===== config.mk =====
export PLATFORM = sky130hd
export DESIGN_NAME = linear_recurrence_matrix_pow_mod
export DESIGN_NICKNAME = d
export VERILOG_FILES = /design/src/rtl/core/lrmp_pkg.sv /design/src/rtl/core/lrmp_datapath.sv /design/src/rtl/core/linear_recurrence_matrix_pow_mod.sv
export SDC_FILE = /design/constraint.sdc
export NUM_CORES = 1
export LEC_CHECK = 0
export ABC_AREA = 0
export BUFFER_PORTS_ARGS = -buffer_cell sky130_fd_sc_hd__buf_4
export CAP_MARGIN = 10
export CORE_MARGIN = 2
export CORE_UTILIZATION = 65
export DETAILED_ROUTE_END_ITERATION = 8
export GPL_ROUTABILITY_DRIVEN = 1
export PLACE_DENSITY = 0.83
export RECOVER_POWER = 100
export SETUP_SLACK_MARGIN = 0.3
export SYNTH_ARGS = -nofsm -noshare
export SYNTH_HDL_FRONTEND = slang
export SYNTH_SLANG_ARGS = --single-unit

===== constraint.sdc =====
create_clock -name clk -period 9.53 [get_ports clk]
set_input_delay 1.4295 -clock clk [delete_from_list [all_inputs] [get_ports clk]]
set_output_delay 1.4295 -clock clk [all_outputs]
set_load 0.02 [all_outputs]

===== src/rtl/core/lrmp_pkg.sv =====
package lrmp_pkg;

  // Width of the result term on the output port.
  localparam int TERM_W = 3;

  // Step counter of the control program.
  typedef logic [3:0] step_t;

  // Datapath operation named by one control word.
  typedef enum logic [2:0] {
    OP_RED_Q,   // quotient estimate of every lane sum
    OP_RED_R,   // remainder of every lane sum, written back to the matrices
    OP_MUL,     // conditional acc*base and base*base into the lane sums
    OP_FIN,     // right-column sum of the accumulator into lane zero
    OP_OUT      // hand the term to the output register
  } op_t;

  // Sequencing rule of one control word.
  typedef enum logic [1:0] {
    JMP_NEXT,   // go on to the following step
    JMP_LOOP,   // back to the target while exponent bits remain
    JMP_END     // finish once the output register is free
  } jmp_t;

  // One control word of the program.
  typedef struct packed {
    op_t   op;
    logic  shift;
    jmp_t  jmp;
    step_t target;
  } ctrl_t;

  // Control that the sequencer hands to the datapath.
  typedef struct packed {
    logic load;
    logic run;
    op_t  op;
    logic shift;
  } dp_ctl_t;

  localparam step_t LOOP_STEP = 4'd2;

  // Control program. Entering an item loads the lane sums, so the program
  // starts with the reduction of the coefficients.
  function automatic ctrl_t ucode(input step_t step);
    ctrl_t w;
    w = '{op: OP_OUT, shift: 1'b0, jmp: JMP_END, target: '0};
    unique case (step)
      4'd0: w = '{op: OP_RED_Q, shift: 1'b0, jmp: JMP_NEXT, target: '0};
      4'd1: w = '{op: OP_RED_R, shift: 1'b0, jmp: JMP_NEXT, target: '0};
      4'd2: w = '{op: OP_MUL,   shift: 1'b0, jmp: JMP_NEXT, target: '0};
      4'd3: w = '{op: OP_RED_Q, shift: 1'b0, jmp: JMP_NEXT, target: '0};
      4'd4: w = '{op: OP_RED_R, shift: 1'b1, jmp: JMP_LOOP, target: LOOP_STEP};
      4'd5: w = '{op: OP_FIN,   shift: 1'b0, jmp: JMP_NEXT, target: '0};
      4'd6: w = '{op: OP_RED_Q, shift: 1'b0, jmp: JMP_NEXT, target: '0};
      4'd7: w = '{op: OP_RED_R, shift: 1'b0, jmp: JMP_NEXT, target: '0};
      4'd8: w = '{op: OP_OUT,   shift: 1'b0, jmp: JMP_END,  target: '0};
      default: w = '{op: OP_OUT, shift: 1'b0, jmp: JMP_END, target: '0};
    endcase
    return w;
  endfunction

endpackage


===== src/rtl/core/lrmp_datapath.sv =====
module lrmp_datapath #(
  parameter int MODULUS    = 7,
  parameter int INDEX_BITS = 31
) (
  input  logic                         clk,
  input  lrmp_pkg::dp_ctl_t            ctl,
  input  logic [15:0]                  coef_a,
  input  logic [15:0]                  coef_b,
  input  logic [30:0]                  index,
  output logic                         ex_more,
  output logic [lrmp_pkg::TERM_W-1:0]  term
);
  import lrmp_pkg::*;

  localparam int MW    = (MODULUS > 2) ? $clog2(MODULUS) : 1;
  localparam int SW    = (2 * MW + 1 > 16) ? 2 * MW + 1 : 16;
  localparam int PW    = 2 * SW;
  localparam int RW    = MW + 2;
  localparam int XW    = INDEX_BITS;
  localparam int RECIP = (1 << SW) / MODULUS;
  localparam int LANES = 8;

  localparam logic [SW-1:0] RECIP_V = SW'(RECIP);
  localparam logic [RW-1:0] MOD1    = RW'(MODULUS);
  localparam logic [RW-1:0] MOD2    = RW'(2 * MODULUS);

  // Lanes 0..3 hold the accumulator, lanes 4..7 the base, row by row.
  logic [MW-1:0] ent [LANES];
  logic [SW-1:0] sum [LANES];
  logic [SW-1:0] quo [LANES];
  logic [XW-1:0] ex;

  logic [SW-1:0] sum_next [LANES];
  logic [SW-1:0] quo_next [LANES];
  logic [MW-1:0] rem_next [LANES];
  logic [XW-1:0] idx_m;

  function automatic logic [SW-1:0] dot2(input logic [MW-1:0] x0, input logic [MW-1:0] y0,
                                         input logic [MW-1:0] x1, input logic [MW-1:0] y1);
    return SW'(x0) * SW'(y0) + SW'(x1) * SW'(y1);
  endfunction

  assign idx_m   = XW'(index);
  assign ex_more = |ex[XW-1:1];
  assign term    = TERM_W'(ent[0]);

  // Lane sums for a matrix step; the accumulator takes the base only when
  // the current exponent bit is set.
  always_comb begin
    for (int i = 0; i < LANES; i++) begin
      sum_next[i] = sum[i];
    end
    if (ctl.op == OP_MUL) begin
      if (ex[0]) begin
        sum_next[0] = dot2(ent[0], ent[4], ent[1], ent[6]);
        sum_next[1] = dot2(ent[0], ent[5], ent[1], ent[7]);
        sum_next[2] = dot2(ent[2], ent[4], ent[3], ent[6]);
        sum_next[3] = dot2(ent[2], ent[5], ent[3], ent[7]);
      end else begin
        for (int i = 0; i < 4; i++) begin
          sum_next[i] = SW'(ent[i]);
        end
      end
      sum_next[4] = dot2(ent[4], ent[4], ent[5], ent[6]);
      sum_next[5] = dot2(ent[4], ent[5], ent[5], ent[7]);
      sum_next[6] = dot2(ent[6], ent[4], ent[7], ent[6]);
      sum_next[7] = dot2(ent[6], ent[5], ent[7], ent[7]);
    end else if (ctl.op == OP_FIN) begin
      sum_next[0] = SW'(ent[1]) + SW'(ent[3]);
    end
  end

  // Reduction: quotient estimate by a scaled reciprocal, which falls short
  // by at most two, then remainder with up to two corrections.
  always_comb begin
    logic [PW-1:0] qp;
    logic [RW-1:0] r;
    for (int i = 0; i < LANES; i++) begin
      qp = PW'(sum[i]) * PW'(RECIP_V);
      quo_next[i] = qp[PW-1:SW];
      r = RW'(sum[i]) - RW'(quo[i]) * MOD1;
      if (r >= MOD2) begin
        r = r - MOD2;
      end else if (r >= MOD1) begin
        r = r - MOD1;
      end
      rem_next[i] = MW'(r);
    end
  end

  // Lane registers and the exponent shifter.
  always_ff @(posedge clk) begin
    if (ctl.load) begin
      sum[0] <= SW'(1);
      sum[1] <= '0;
      sum[2] <= '0;
      sum[3] <= SW'(1);
      sum[4] <= '0;
      sum[5] <= SW'(coef_b);
      sum[6] <= SW'(1);
      sum[7] <= SW'(coef_a);
      ex     <= (idx_m > XW'(2)) ? idx_m - XW'(2) : '0;
    end else if (ctl.run) begin
      for (int i = 0; i < LANES; i++) begin
        sum[i] <= sum_next[i];
      end
      if (ctl.op == OP_RED_Q) begin
        for (int i = 0; i < LANES; i++) begin
          quo[i] <= quo_next[i];
        end
      end
      if (ctl.op == OP_RED_R) begin
        for (int i = 0; i < LANES; i++) begin
          ent[i] <= rem_next[i];
        end
      end
      if (ctl.shift) begin
        ex <= ex >> 1;
      end
    end
  end

endmodule


===== src/rtl/core/linear_recurrence_matrix_pow_mod.sv =====
// Returns f(index) mod MODULUS for f(1) = f(2) = 1 and f(k) = a*f(k-1) + b*f(k-2),
// by square-and-multiply on the companion matrix [[0,b],[1,a]]. A short control
// program drives one matrix datapath whose eight lanes form both products of a
// step at once; each exponent bit takes the products, the reciprocal quotient
// and the remainder in turn, and the loop stops once no exponent bits remain.
// No new item is taken while one is in flight; the next is taken the cycle
// after its result is loaded into the output register. The result waits in
// that register, so a new item may enter while it has not yet been taken.
module linear_recurrence_matrix_pow_mod #(
  parameter int MODULUS    = 7,
  parameter int INDEX_BITS = 31
) (
  input  logic                         clk,
  input  logic                         rst,
  input  logic                         in_valid,
  output logic                         in_ready,
  input  logic [15:0]                  coef_a,
  input  logic [15:0]                  coef_b,
  input  logic [30:0]                  index,
  output logic                         out_valid,
  input  logic                         out_ready,
  output logic [lrmp_pkg::TERM_W-1:0]  term_value
);
  import lrmp_pkg::*;

  logic    busy;
  logic    busy_next;
  step_t   step;
  step_t   step_next;
  logic    out_load;
  ctrl_t   cw;
  dp_ctl_t dp_ctl;
  logic    ex_more;
  logic [TERM_W-1:0] term;

  assign cw       = ucode(step);
  assign in_ready = !busy;

  assign dp_ctl.load  = in_valid && in_ready;
  assign dp_ctl.run   = busy;
  assign dp_ctl.op    = cw.op;
  assign dp_ctl.shift = cw.shift;

  lrmp_datapath #(
    .MODULUS    (MODULUS),
    .INDEX_BITS (INDEX_BITS)
  ) u_dp (
    .clk     (clk),
    .ctl     (dp_ctl),
    .coef_a  (coef_a),
    .coef_b  (coef_b),
    .index   (index),
    .ex_more (ex_more),
    .term    (term)
  );

  // Sequencer: step counter with the jump rule of the current control word.
  always_comb begin
    busy_next = busy;
    step_next = step;
    out_load  = 1'b0;
    if (!busy) begin
      if (in_valid) begin
        busy_next = 1'b1;
        step_next = '0;
      end
    end else begin
      unique case (cw.jmp)
        JMP_NEXT: step_next = step + 4'd1;
        JMP_LOOP: step_next = ex_more ? cw.target : step + 4'd1;
        JMP_END: begin
          if (!out_valid || out_ready) begin
            out_load  = 1'b1;
            busy_next = 1'b0;
            step_next = '0;
          end
        end
        default: step_next = '0;
      endcase
    end
  end

  always_ff @(posedge clk) begin
    if (rst) begin
      busy <= 1'b0;
      step <= '0;
    end else begin
      busy <= busy_next;
      step <= step_next;
    end
  end

  // Output register; a waiting result is replaced only after its transfer.
  always_ff @(posedge clk) begin
    if (rst) begin
      out_valid <= 1'b0;
    end else if (out_load) begin
      out_valid <= 1'b1;
    end else if (out_ready) begin
      out_valid <= 1'b0;
    end
  end

  always_ff @(posedge clk) begin
    if (out_load) begin
      term_value <= term;
    end
  end

endmodule


; Word level (Yosys, flattened, before mapping)
; Memory sizes are Yosys's and may differ from the RTL's. A register that Yosys moved wholly into a read port is not among the register bits.
; Cells that the tools add are included.
[totals]
latch_bits = 0
input_bits = 67
ram_bits = 264
mem_bits_ro = 112
regBits = 40
output_inout_bits = 5
elab_cells = 180
n_memories = 4
[mem_list]
columns = memory, words, word_bits, rd, rd_clocked_by_memory_dff, wr, line
row1 = u_dp.sum, 8, 16, 8, 0, 8, lrmp_datapath.sv:29  ; logic [SW-1:0] sum [LANES];
row2 = (no name shown), 16, 7, 1, 1, 0, lrmp_pkg.sv:48  ; unique case (step)
row3 = u_dp.quo, 8, 14, 8, 0, 8, lrmp_datapath.sv:30  ; logic [SW-1:0] quo [LANES];
row4 = u_dp.ent, 8, 3, 8, 0, 8, lrmp_datapath.sv:28  ; logic [MW-1:0] ent [LANES];
[op_classes]
bitwise = 8
n_eq_ne = 6
magnitude_cmp = 17
n_div = 0
n_mul = 31
n_reduce_logical = 13
mux = 61
n_shift = 0
add_sub_neg = 35
[ops]
columns = op, count
row1 = multiplier 16 x 13 -> 29 bit (second input constant), 8
row2 = two-way mux 16 bit, 10
row3 = two-way mux 31 bit, 4
row4 = two-way mux 112 bit, 1
row5 = multiplier 3 x 3 -> 6 bit, 15
row6 = two-way mux 64 bit, 1
row7 = adder 6 x 6 -> 7 bit, 8
row8 = two-way mux 3 bit, 16
row9 = subtractor 3 bit (second input constant), 16
row10 = greater-or-equal comparator 5 x 3 -> 1 bit (second input constant), 8
row11 = greater-or-equal comparator 5 x 4 -> 1 bit (second input constant), 8
row12 = multiplier 5 x 3 -> 5 bit (second input constant), 8
row13 = subtractor 5 bit, 8
row14 = > comparator 31 x 2 -> 1 bit (second input constant), 1
row15 = subtractor 31 x 2 -> 31 bit (second input constant), 1
row16 = OR reduction 30 bit, 1
row17 = two-way mux 4 bit, 6
row18 = two-way mux 1 bit, 22
row19 = case mux 4 bit (3 select lines), 1
row20 = bitwise OR 1 bit, 8
row21 = nonzero test 2 bit, 4
row22 = equality test 3 x 2 -> 1 bit (second input constant), 2
row23 = adder 3 x 3 -> 4 bit, 1
row24 = adder 4 x 1 -> 4 bit (second input constant), 1
row25 = 10 further kinds, 12

; Logic depth before layout (Yosys ltp)
; Gate-level depths: netlist of run 1.
[logic_depth]
ltp_word = 7
ltp_mapped = 15
depth_no_buf = 15

; By module
; Synthesis of run 1 repeated with hierarchy kept, for this count alone.
[hier_totals]
cells_unflattened = 2319
hier_area_um2 = 23043.4
[modules_own_cells]
columns = mod, seq_area_each_um2, n_inst, cells_per_inst, area_per_inst_um2
row1 = lrmp_datapath, 5074.9, 1, 2269, 22507.8
row2 = linear_recurrence_matrix_pow_mod, 290.3, 1, 50, 535.5

; Least setup slack after synthesis of run 1
; No wires, ideal clock.
[synth_path]
kind = input to register
from = input port in_valid
to = memory u_dp.sum[0][100] (netlist bit), enable pin
path_slack_ns = 5.548
setup_ns = 0.707
cell_stages = 4
arrival_time_ns = 3.275
required_ns = 8.823
n_path_buf = 2
cell_sequence = nand2_1 clkbuf_1 buf_1 nand2_1
[synth_lines]
columns = item, line
row1 = start: declaration, linear_recurrence_matrix_pow_mod.sv:15  ; input logic in_valid,
row2 = end: declaration, lrmp_datapath.sv:29

; Worst setup path after layout of run 1
[layout_path]
from = input port in_valid
to = register u_dp.ex[26], enable pin
[layout_between]
elab_chain_len = 3
word_cells_on_any_way = 4
cone_classes = reduce/logical: 4
[layout_lines]
columns = item, line
row1 = logical AND 1 bit (*), linear_recurrence_matrix_pow_mod.sv:39  ; assign dp_ctl.load = in_valid && in_ready;
row2 = nonzero test 2 bit (no source line), --
row3 = AND reduction 2 bit (no source line) (*), --
row4 = end signal: assignment, lrmp_datapath.sv:102  ; ex <= (idx_m > XW'(2)) ? idx_m - XW'(2) : '0;
row5 = end signal: assignment, lrmp_datapath.sv:118  ; ex <= ex >> 1;
row6 = end: declaration, lrmp_datapath.sv:31  ; logic [XW-1:0] ex;
; Mark *: on every way between the ends. The rest lies on a longest branch, timed or not.
; A chain may end at the register's enable or synchronous reset.

==> summary.txt, run 1 <==
CLOCK TREE
--------------------------------------------------------------------------------
Postcts setup bufs ................................................            0
Inserted Clock Buffers ............................................           17
Buffer cell driving the clock tree root ...........................    clkbuf_16
Reg clk slew, reported paths ......................................      0.08 ns
Number of buffers inserted by hold repair at cts ..................            0
Clock tree from TritonCTS .........................................         done
Max H-tree Level ..................................................            4
Maximum clock path buffer count ...................................            2
Number of sinks driven by the clock tree ..........................          182
Resized cells post-CTS ............................................            0
Clk Latency, worst-skew pair ......................................      0.46 ns

GLOBAL ROUTE
--------------------------------------------------------------------------------
Global-route wire length before repair ............................      79.4 mm
GRT Util Overall ..................................................        26.9%
Number of antenna violations at the first check in global routing .            1
Grt total ovfl ....................................................            0
Largest net degree at the start of global routing .................           68
Vias in the first global route ....................................        17300

MIN PATH
--------------------------------------------------------------------------------
HP Start ..........................................................      step[3]
Hold Path End .....................................................      step[3]
Number of cells traversed by the worst hold path ..................            1
Type of the most critical hold path ...............................      reg2reg

YOSYS
--------------------------------------------------------------------------------
Combinational family with the most area after synthesis ...........  adder cells
Area fraction in compound gates after synthesis ...................        9.11%
Cell type with the highest aggregate area in the netlist ..........         ha_1
Adder and majority cell fraction of the synthesized area ..........        39.9%
Most frequent cell after synthesis ................................         ha_1
Share of synthesized flip-flops with an asynchronous set or reset .           0%
Post-Syn Nets .....................................................         2994
Number of storage elements in the synthesis netlist ...............          182
Cell area after synthesis .........................................  22800 sq um
Top cells by instance count after synthesis ....................... ha_1, inv_1, edfxtp_1, fa_1, xnor2_1
Post-Syn Instances ................................................         2296
Number of different library cells in the post-synthesis netlist ...           72
Simple-gate share of the synthesized area .........................        11.7%
Fraction of synthesized cell area taken by the top area cell type .        25.9%
Syn Area/Cell .....................................................   9.93 sq um
Sequential element share of the synthesized area ..................        23.5%
Count of yosys warnings during synthesis ..........................            0
Leading register cell type out of synthesis .......................     edfxtp_1
Post-synthesis mux area share .....................................        1.22%
Xor/xnor cell area share of the yosys netlist .....................        6.41%
Count of flip-flops with a built-in enable after synthesis ........          172
Biggest area contributors in the synthesized netlist .............. ha_1, edfxtp_1, fa_1

STA
--------------------------------------------------------------------------------
Final slew viol count .............................................          251
Period minus WS final .............................................      4.54 ns
WHS ...............................................................     0.511 ns
Setup repair after global routing missed its margin ...............           no
Setup violators final .............................................            0
Fin Clk Skew ......................................................    0.0179 ns
Number of hold-slack violations in the final timing report ........            0
Transition time of the tightest slew-check pin ....................      3.06 ns
Worst slew margin .................................................        -104%
Total negative slack ..............................................         0 ns
Max Clock Freq ....................................................      220 MHz
Final worst-path cycle share ......................................        47.6%

ROUTING
--------------------------------------------------------------------------------
DR vias ...........................................................        16100
Detail Route Antenna Nets .........................................            0
Aggregate routed wire length ......................................      47.1 mm
Via/cell ratio ....................................................         5.70
Drt first-iter violations .........................................          871
Pre-Repair DR Iteration Count .....................................            7
Remaining DRCs ....................................................            0
Wire length per cell after detailed routing ....................... 16.7 microns

FLOORPLAN
--------------------------------------------------------------------------------
Area enclosed by the die boundary .................................  36600 sq um
I/O pin count .....................................................           72
Placeable Area ....................................................  34500 sq um
Row Count .........................................................           68
Effective utilization at floorplan ................................        66.0%
Die Wd ............................................................  191 microns
Overall die height ................................................  191 microns

PLACED DESIGN
--------------------------------------------------------------------------------
Gp weighted congestion ............................................        0.888
HPWL after detailed placement .....................................      37.3 mm
I/O Buffers .......................................................           71

FINAL LAYOUT
--------------------------------------------------------------------------------
# fillers .........................................................         2569
Syn-to-layout area delta ..........................................        6.77%
Final core area utilization .......................................        70.5%
Fraction of layout instances using a drive strength above 1 .......        5.56%
Number of nets at the end of the flow .............................         3058
Ant diodes ........................................................            0

JOB
--------------------------------------------------------------------------------
Max-cap viol count ................................................            6

CRITICAL PATH
--------------------------------------------------------------------------------
Crit path capture type ............................................    flip-flop
Critical path class ...............................................       in2reg
Data arrival at the endpoint of the critical path .................      4.51 ns
Worst setup SP type ...............................................    input pin
Minimum setup slack among reg-to-reg paths ........................      5.19 ns
Required time of the worst setup path .............................      9.50 ns
Reg2Reg Capture Point ............................................. u_dp.quo[7][4]
Depth of the most critical reg-to-reg path ........................           15
RR Startpoint ..................................................... u_dp.sum[0][116]
Biggest fanout along the worst timing path ........................           67

STATUS
--------------------------------------------------------------------------------
Violated checks ................................................... capacitance limit, slew limit
Outcome ........................................................... complete, but fails checks

[state kept, by name (all words and copies together) (netlist names)]
signal      count
u_dp.sum       74
u_dp.quo       40
busy            1
cw              4
term_value      3
step            4
u_dp.ex        31
u_dp.ent       24
out_valid       1
[area by class of cell]
| class | count | area [sq um] | area share (%) |
|---|---|---|---|
| Clock buffer | 17 | 425 | 1.75 |
| Clock inverter | 15 | 200 | 0.822 |
| Inverter | 460 | 1730 | 7.09 |
| Multi-Input combinational cell | 1621 | 15500 | 63.7 |
| Sequential cell | 182 | 5370 | 22.0 |
| Tap cell | 455 | 569 | 2.34 |
| Timing Repair Buffer | 78 | 541 | 2.22 |
[cells in the final DEF, fill, tap and decap left out, drive strengths merged, types with 4 or more instances in the layout]
master  count
nand2     106
mux2i      12
clkbuf     39
a211oi     11
nand3      19
and2      119
nand4      12
o211ai     11
o21ai      53
nor2       84
and3        5
xnor2     121
mux2       14
nor3b       5
ha        472
edfxtp    172
clkinv      9
nand2b      8
or4         4
nor3       35
inv       465
xor2       46
o31ai      31
a31oi      12
nor2b      50
a221oi      5
dfxtp      10
o22ai      14
nand3b      4
fa        159
a41o        5
a22oi       8
o21a        9
nor4       21
a211o       4
o41ai       4
a21oi      81
a21o       51
buf        56
[routing by layer]
metal / track usage (%) / up-vias / routed length, microns
met5: 0 / - / 12
met4: 8.70 / 2 / 1080
met3: 3.71 / 88 / 2020
met2: 48.9 / 368 / 24300
met1: 32.9 / 7825 / 19700
li1: - / 7830 / -
[metrics by stage]
| stage | cell area [sq um] | cells | setup slack (ns) |
|---|---|---|---|
| floorplan | 22800 | 2296 | 5.55 |
| detailed placement | 23800 | 2796 | 5.26 |
| global placement | 23800 | 2796 | 5.40 |
| finish | 24300 | 2828 | 4.99 |
| CTS | 24500 | 2828 | 5.23 |
| global route | 24300 | 2828 | 4.69 |
[worst max-delay path by stage]
stage,start,endpoint
CTS,u_dp.sum[0][116],u_dp.quo[7][4]
global route,in_valid,u_dp.ex[26]
finish,in_valid,u_dp.ex[26]
floorplan,in_valid,u_dp.sum[0][100]
global placement,u_dp.sum[0][113],u_dp.quo[7][4]
detailed placement,u_dp.sum[0][116],u_dp.quo[7][4]
[worst max-delay path, stage by stage]
cell and delay, ns:
clkbuf_1 0.15, nand2_1 0.11, clkbuf_1 1.93, nand2_1 0.14
clkbuf_1 0.73
[kinds of logic after synthesis]
kind of cell,after synthesis
adder cells (fa/ha/maj),631
buffers and inverters,493
AND/OR/NAND/NOR,483
AO/OA/AOI/OAI,314
flip-flops,182
XOR/XNOR,167
multiplexers,26
Power of run 1 is left out: the tool's default activity adds up to more than one toggle a clock period on the data nets, which glitch-free logic cannot reach.
==> run 2, diff against run 1 <==
--- a/config.mk
+++ b/config.mk
@@ -9,10 +9,10 @@
 export BUFFER_PORTS_ARGS = -buffer_cell sky130_fd_sc_hd__buf_4
 export CAP_MARGIN = 10
 export CORE_MARGIN = 2
-export CORE_UTILIZATION = 65
+export CORE_UTILIZATION = 59
 export DETAILED_ROUTE_END_ITERATION = 8
 export GPL_ROUTABILITY_DRIVEN = 1
-export PLACE_DENSITY = 0.83
+export PLACE_DENSITY = 0.79
 export RECOVER_POWER = 100
 export SETUP_SLACK_MARGIN = 0.3
 export SYNTH_ARGS = -nofsm -noshare
==> constraint.sdc (replaced) <==
create_clock -name clk -period 4.1 [get_ports clk]
set_input_delay 0.615 -clock clk [delete_from_list [all_inputs] [get_ports clk]]
set_output_delay 0.615 -clock clk [all_outputs]
set_load 0.02 [all_outputs]
==> summary.txt, run 2 (synthesis results as in run 1) <==
CRITICAL PATH
-------------------------------------------------------------------------------------
Slowest Stage Delay on Critical Path ...................................      0.55 ns   was 1.93 ns
CP most frequent cell ..................................................         ha_4   was clkbuf_1
Data arrival at the endpoint of the critical path ......................      4.29 ns   was 4.51 ns
Crit path capture type .................................................    flip-flop   unchanged
Worst setup SP type ....................................................    flip-flop   was input pin
Biggest fanout along the worst timing path .............................            3   was 67
CP Cell Sequence ....................................................... buf_6 -> ha_4 -> ha_4 -> ha_4 -> inv_1 -> fa_1 -> inv_1 -> ha_4 -> a41o_1 -> a211o_1 -> a211oi_1 -> o21ai_2 -> a31o_4 -> a21oi_2 -> xor2_1   was clkbuf_1 -> nand2_1 -> clkbuf_1 -> nand2_1 -> clkbuf_1
Critical-path cell with the highest stage delay ........................         fa_1   was clkbuf_1
Critical path class ....................................................      reg2reg   was in2reg
Required time of the worst setup path ..................................      4.30 ns   was 9.50 ns

STA
-------------------------------------------------------------------------------------
Final worst-path cycle share ...........................................        99.7%
Period minus WS final ..................................................      4.09 ns
Worst slew margin ......................................................       -13.9%   was -104%
Setup ws final .........................................................    0.0126 ns   was 4.99 ns
Fin Clk Skew ...........................................................    0.0109 ns   was 0.0179 ns
Setup violators final ..................................................            0   unchanged
Transition time of the tightest slew-check pin .........................      1.71 ns   was 3.06 ns
Setup repair after global routing missed its margin ....................          yes   was no
Final slew viol count ..................................................          120   was 251
Max Clock Freq .........................................................      245 MHz
Number of hold-slack violations in the final timing report .............            0   unchanged

CLOCK TREE
-------------------------------------------------------------------------------------
Number of buffers inserted by hold repair at cts .......................            0   unchanged
Number of sinks driven by the clock tree ...............................          182   unchanged
Maximum clock path buffer count ........................................            2   unchanged
Max H-tree Level .......................................................            4   unchanged
Clock tree from TritonCTS ..............................................         done   unchanged
Reg clk slew, reported paths ...........................................      0.08 ns   about the same
Inserted Clock Buffers .................................................           17   unchanged
Clk Latency, worst-skew pair ...........................................      0.45 ns   was 0.46 ns
Buffer cell driving the clock tree root ................................    clkbuf_16   unchanged

ROUTING
-------------------------------------------------------------------------------------
Wire length per cell after detailed routing ............................ 16.7 microns   about the same
Routed met2 length .....................................................      25.6 mm   was 24.3 mm
Drt first-iter violations ..............................................          985   was 871
M1 wire length .........................................................      20.7 mm   was 19.7 mm
Detail Route Antenna Nets ..............................................            0   unchanged
Pre-Repair DR Iteration Count ..........................................            7   unchanged
Aggregate routed wire length ...........................................      49.6 mm   was 47.1 mm
Remaining DRCs .........................................................            0   unchanged
DR vias ................................................................        16500   was 16100
Routed wl met3 .........................................................      1.98 mm   was 2.02 mm
Highest metal layer with signal wires ..................................         met5   unchanged
Via/cell ratio .........................................................         5.57   was 5.70

FLOORPLAN
-------------------------------------------------------------------------------------
Effective utilization at floorplan .....................................        59.4%   was 66.0%
Overall die height .....................................................  201 microns   was 191 microns
Row Count ..............................................................           72   was 68
Die Wd .................................................................  201 microns   was 191 microns
I/O pin count ..........................................................           72   unchanged
Area enclosed by the die boundary ......................................  40200 sq um   was 36600 sq um
Placeable Area .........................................................  38400 sq um   was 34500 sq um

PLACED DESIGN
-------------------------------------------------------------------------------------
HPWL after detailed placement ..........................................      37.7 mm   was 37.3 mm
Gp weighted congestion .................................................        0.891   was 0.888
Placed cell count ......................................................         2869   was 2796
I/O Buffers ............................................................           71   unchanged
Place WS ...............................................................    0.0450 ns   was 5.26 ns

GLOBAL ROUTE
-------------------------------------------------------------------------------------
GRT Util Overall .......................................................        24.4%   was 26.9%
Number of antenna violations at the first check in global routing ......            1   unchanged
Largest net degree at the start of global routing ......................           68   unchanged
Global-route wire length before repair .................................      81.2 mm   was 79.4 mm
Vias in the first global route .........................................        17300   about the same
Grt total ovfl .........................................................            0   unchanged

FINAL LAYOUT
-------------------------------------------------------------------------------------
Fraction of layout instances using a drive strength above 1 ............        10.2%   was 5.56%
Flip-flop count of the largest register, all copies and words added ....           74   unchanged
Number of nets at the end of the flow ..................................         3137   was 3058
Syn-to-layout area delta ...............................................        10.9%   was 6.77%
Register Area ..........................................................   5370 sq um   unchanged
# fillers ..............................................................         2943   was 2569
Most frequent cells in the layout ...................................... inv_1, ha_1, edfxtp_1   was ha_1, inv_1, edfxtp_1
Top reg by flops .......................................................     u_dp.sum   unchanged
Biggest regs ........................................................... u_dp.sum (74), u_dp.quo (40), u_dp.ex (31)   unchanged
Multi-input gate area in the final layout ..............................  15800 sq um   was 15500 sq um
Ant diodes .............................................................            0   unchanged
Most frequent standard cell in the layout excluding fill and tap cells .        inv_1   was ha_1
Non-filler instance count after layout .................................         2969   was 2828

MIN PATH
-------------------------------------------------------------------------------------
Type of the most critical hold path ....................................       in2reg   was reg2reg

JOB
-------------------------------------------------------------------------------------
Max-cap viol count .....................................................            3   was 6

STATUS
-------------------------------------------------------------------------------------
Violated checks ........................................................ capacitance limit, slew limit   unchanged
Outcome ................................................................ complete, but fails checks   unchanged

==> run 2: timing repair <==
item | 4_1_cts | 5_1_grt
resized for setup | 21 | 42
pin swaps | 16 | 38
setup endpoints to repair | 11 | 32
setup buffers | 26 | 43
==> run 2: cell type report <==
class	instances	share of cell area, %
Multi-Input combinational cell	1621	62.7
Sequential cell	182	21.2
Inverter	460	6.84
Timing Repair Buffer	157	4.45
Tap cell	518	2.56
Clock buffer	17	1.68
Clock inverter	14	0.554
==> run 2: per-layer routing <==
metal | vias to the layer above | GRT usage, %
met5 | - | 0
met4 | 2 | 7.33
met3 | 109 | 3.41
met2 | 362 | 43.5
met1 | 8079 | 30.8
li1 | 7994 | -
==> run 2: metrics by stage <==
step / cell area (sq um) / util [%] / hold WS (ns) / TNS, ns
finish: 25300 / 65.9 / 0.440 / 0
global route: 25300 / 65.9 / 0.425 / -0.196
CTS: 24900 / 64.9 / 0.417 / 0
detailed placement: 24000 / 62.6 / 0.494 / 0
global placement: 24000 / 62.6 / 0.487 / 0
floorplan: 22800 / - / 0.471 / 0
==> run 2: worst paths after layout <==
check                  start        endpoint  slack [ns]  cells after the start
max          u_dp.sum[0][84]  u_dp.quo[5][4]        0.01                     15
min                      rst         step[1]        0.44                      2
max reg2reg  u_dp.sum[0][84]  u_dp.quo[5][4]        0.01                     15
min reg2reg          step[3]         step[3]        0.49                      1
==> run 2: worst max-delay path: cells and delay by family (launching register included) <==
| kind | cells | cell delay, ns |
|---|---|---|
| AOI/OAI and AO/OA | 6 | 1.47 |
| adders and majority gates | 5 | 1.51 |
| DFF | 1 | 0.48 |
| xor gates and xnor gates | 1 | 0.08 |
| buffers and inverters | 3 | 0.30 |
Power of run 2 is left out for the same reason.
==> run 3, diff against run 2 <==
==> constraint.sdc (replaced) <==
create_clock -name clk -period 4.1 [get_ports clk]
set_input_delay 0.205 -clock clk [delete_from_list [all_inputs] [get_ports clk]]
set_output_delay 0.205 -clock clk [all_outputs]
set_load 0.02 [all_outputs]
==> summary.txt, run 3 (synthesis results as in run 1) <==
GLOBAL ROUTE
-------------------------------------------------------------------------------------
Global-route wire length before repair .................................      82.2 mm   was 81.2 mm
Number of antenna violations at the first check in global routing ......            0   was 1
GRT Util Overall .......................................................        25.0%   was 24.4%
Grt total ovfl .........................................................            0   unchanged
Largest net degree at the start of global routing ......................           68   unchanged
Vias in the first global route .........................................        17400   was 17300

FLOORPLAN
-------------------------------------------------------------------------------------
I/O pin count ..........................................................           72   unchanged
Die Wd .................................................................  201 microns   unchanged
Effective utilization at floorplan .....................................        59.4%   unchanged
Placeable Area .........................................................  38400 sq um   unchanged
Row Count ..............................................................           72   unchanged
Area enclosed by the die boundary ......................................  40200 sq um   unchanged
Overall die height .....................................................  201 microns   unchanged

ROUTING
-------------------------------------------------------------------------------------
DR vias ................................................................        16700   was 16500
Aggregate routed wire length ...........................................      51.9 mm   was 49.6 mm
Remaining DRCs .........................................................            0   unchanged
Drt first-iter violations ..............................................          768   was 985
Wire length per cell after detailed routing ............................ 17.4 microns   was 16.7 microns
Via/cell ratio .........................................................         5.62   was 5.57
Detail Route Antenna Nets ..............................................            0   unchanged
Pre-Repair DR Iteration Count ..........................................            5   was 7

CRITICAL PATH
-------------------------------------------------------------------------------------
Depth of the most critical reg-to-reg path .............................           17   was 15
Critical-path cell with the highest stage delay ........................         fa_1   unchanged
CP most frequent cell ..................................................         fa_1   was ha_4
Slowest Stage Delay on Critical Path ...................................      0.54 ns   was 0.55 ns
Cell count along the critical path .....................................           17   was 15
Worst setup SP type ....................................................    flip-flop   unchanged
Required time of the worst setup path ..................................      4.31 ns   was 4.30 ns
Data arrival at the endpoint of the critical path ......................      4.31 ns   was 4.29 ns
Biggest fanout along the worst timing path .............................            3   unchanged
Buf/Inv on CP ..........................................................            6   was 3
Critical path class ....................................................      reg2reg   unchanged
CP Cell Sequence ....................................................... ha_4 -> inv_4 -> fa_1 -> inv_1 -> fa_1 -> inv_1 -> fa_1 -> inv_2 -> ha_4 -> o21a_1 -> o21ai_2 -> a21oi_2 -> o41a_1 -> buf_4 -> buf_6 -> a21oi_2 -> xnor2_1   was buf_6 -> ha_4 -> ha_4 -> ha_4 -> inv_1 -> fa_1 -> inv_1 -> ha_4 -> a41o_1 -> a211o_1 -> a211oi_1 -> o21ai_2 -> a31o_4 -> a21oi_2 -> xor2_1
Family with the most delay on the worst path ...........................  adder cells   unchanged
Crit path capture type .................................................    flip-flop   unchanged

STA
-------------------------------------------------------------------------------------
Max Clock Freq .........................................................      244 MHz   was 245 MHz
Final slew viol count ..................................................           58   was 120
Setup repair after global routing missed its margin ....................          yes   unchanged
Setup violators final ..................................................            0   unchanged
Final worst-path cycle share ...........................................         100%   was 99.7%
Fin Clk Skew ...........................................................    0.0103 ns   was 0.0109 ns
WHS ....................................................................    0.0177 ns   was 0.440 ns
Period minus WS final ..................................................      4.10 ns   was 4.09 ns
Worst slew margin ......................................................       -20.4%   was -13.9%
Transition time of the tightest slew-check pin .........................      1.81 ns   was 1.71 ns
Number of hold-slack violations in the final timing report .............            0   unchanged

MIN PATH
-------------------------------------------------------------------------------------
Type of the most critical hold path ....................................       in2reg   unchanged
Number of cells traversed by the worst hold path .......................            2   unchanged

FINAL LAYOUT
-------------------------------------------------------------------------------------
Register Area ..........................................................   5370 sq um   unchanged
Fraction of layout instances using a drive strength above 1 ............        11.3%   was 10.2%
Biggest regs ........................................................... u_dp.sum (74), u_dp.quo (40), u_dp.ex (31)   unchanged
Number of nets at the end of the flow ..................................         3141   was 3137
Non-filler instance count after layout .................................         2974   was 2969
Ant diodes .............................................................            0   unchanged
Multi-input gate area in the final layout ..............................  16100 sq um   was 15800 sq um
Most frequent standard cell in the layout excluding fill and tap cells .        inv_1   unchanged
Most frequent cells in the layout ...................................... inv_1, ha_1, edfxtp_1   unchanged
Top reg by flops .......................................................     u_dp.sum   unchanged
Flip-flop count of the largest register, all copies and words added ....           74   unchanged
# fillers ..............................................................         2870   was 2943
Syn-to-layout area delta ...............................................        12.1%   was 10.9%

CLOCK TREE
-------------------------------------------------------------------------------------
Maximum clock path buffer count ........................................            2   unchanged
Buffer cell driving the clock tree root ................................    clkbuf_16   unchanged
Inserted Clock Buffers .................................................           17   unchanged
Max H-tree Level .......................................................            4   unchanged
Reg clk slew, reported paths ...........................................      0.08 ns   about the same
Clk Latency, worst-skew pair ...........................................      0.46 ns   was 0.45 ns
Clock tree from TritonCTS ..............................................         done   unchanged
Number of sinks driven by the clock tree ...............................          182   unchanged
Number of buffers inserted by hold repair at cts .......................            0   unchanged

PLACED DESIGN
-------------------------------------------------------------------------------------
Gp weighted congestion .................................................        0.901   was 0.891
Placed cell count ......................................................         2869   unchanged
I/O Buffers ............................................................           71   unchanged
HPWL after detailed placement ..........................................      37.8 mm   was 37.7 mm

JOB
-------------------------------------------------------------------------------------
Max-cap viol count .....................................................            2   was 3

STATUS
-------------------------------------------------------------------------------------
Outcome ................................................................ complete, but fails checks   unchanged
Violated checks ........................................................ capacitance limit, slew limit   unchanged

## run 3: changes by cell type in the layout (fill, tap and decap cells not counted), sizes merged
cell	previous run	this run
inv	466	467
bufinv	0	1
clkbuf	35	36
buf	139	144
clkinv	6	3
## run 3: metrics by stage
step / setup WS [ns] / instance area (sq um) / setup TNS [ns] / util (%)
after global placement: 0.136 / 24000 / 0 / 62.6
after detailed placement: -0.00992 / 24000 / -0.00992 / 62.6
after floorplan: 0.146 / 22800 / 0 / -
after CTS: -0.0362 / 25100 / -0.0470 / 65.3
final: 0.00139 / 25600 / 0 / 66.6
after global routing: -0.0772 / 25600 / -0.183 / 66.6
## run 3: repair_timing
item,in CTS,in global routing
pin swaps,41,49
setup endpoints to repair,11,36
gates resized for setup,31,61
buffers inserted,28,45
gates cloned,0,0
## run 3: final timing paths
path | to | slack (ns) | startpoint
min reg2reg | step[3] | 0.51 | step[3]
max | u_dp.quo[7][3] | 0.001 | u_dp.sum[0][116]
min | step[1] | 0.02 | rst
max reg2reg | u_dp.quo[7][3] | 0.001 | u_dp.sum[0][116]
## run 3: area by class of cell
type / instances / share of cell area, %
clock buffer: 19 / 1.69
clock inverter: 13 / 0.627
inverter: 460 / 6.76
multi-input combinational: 1621 / 62.8
sequential: 182 / 21.0
tap: 518 / 2.54
timing repair buffer: 161 / 4.58
## run 3: routing by layer
layer	share of wire, %	vias to the layer above	global-route usage (%)
li1	-	7997	-
met1	41	8170	30.4
met3	3.5	140	3.07
met4	3.8	0	8.44
met2	52	403	45.6
met5	0	-	0
Power of run 3 is left out for the same reason.
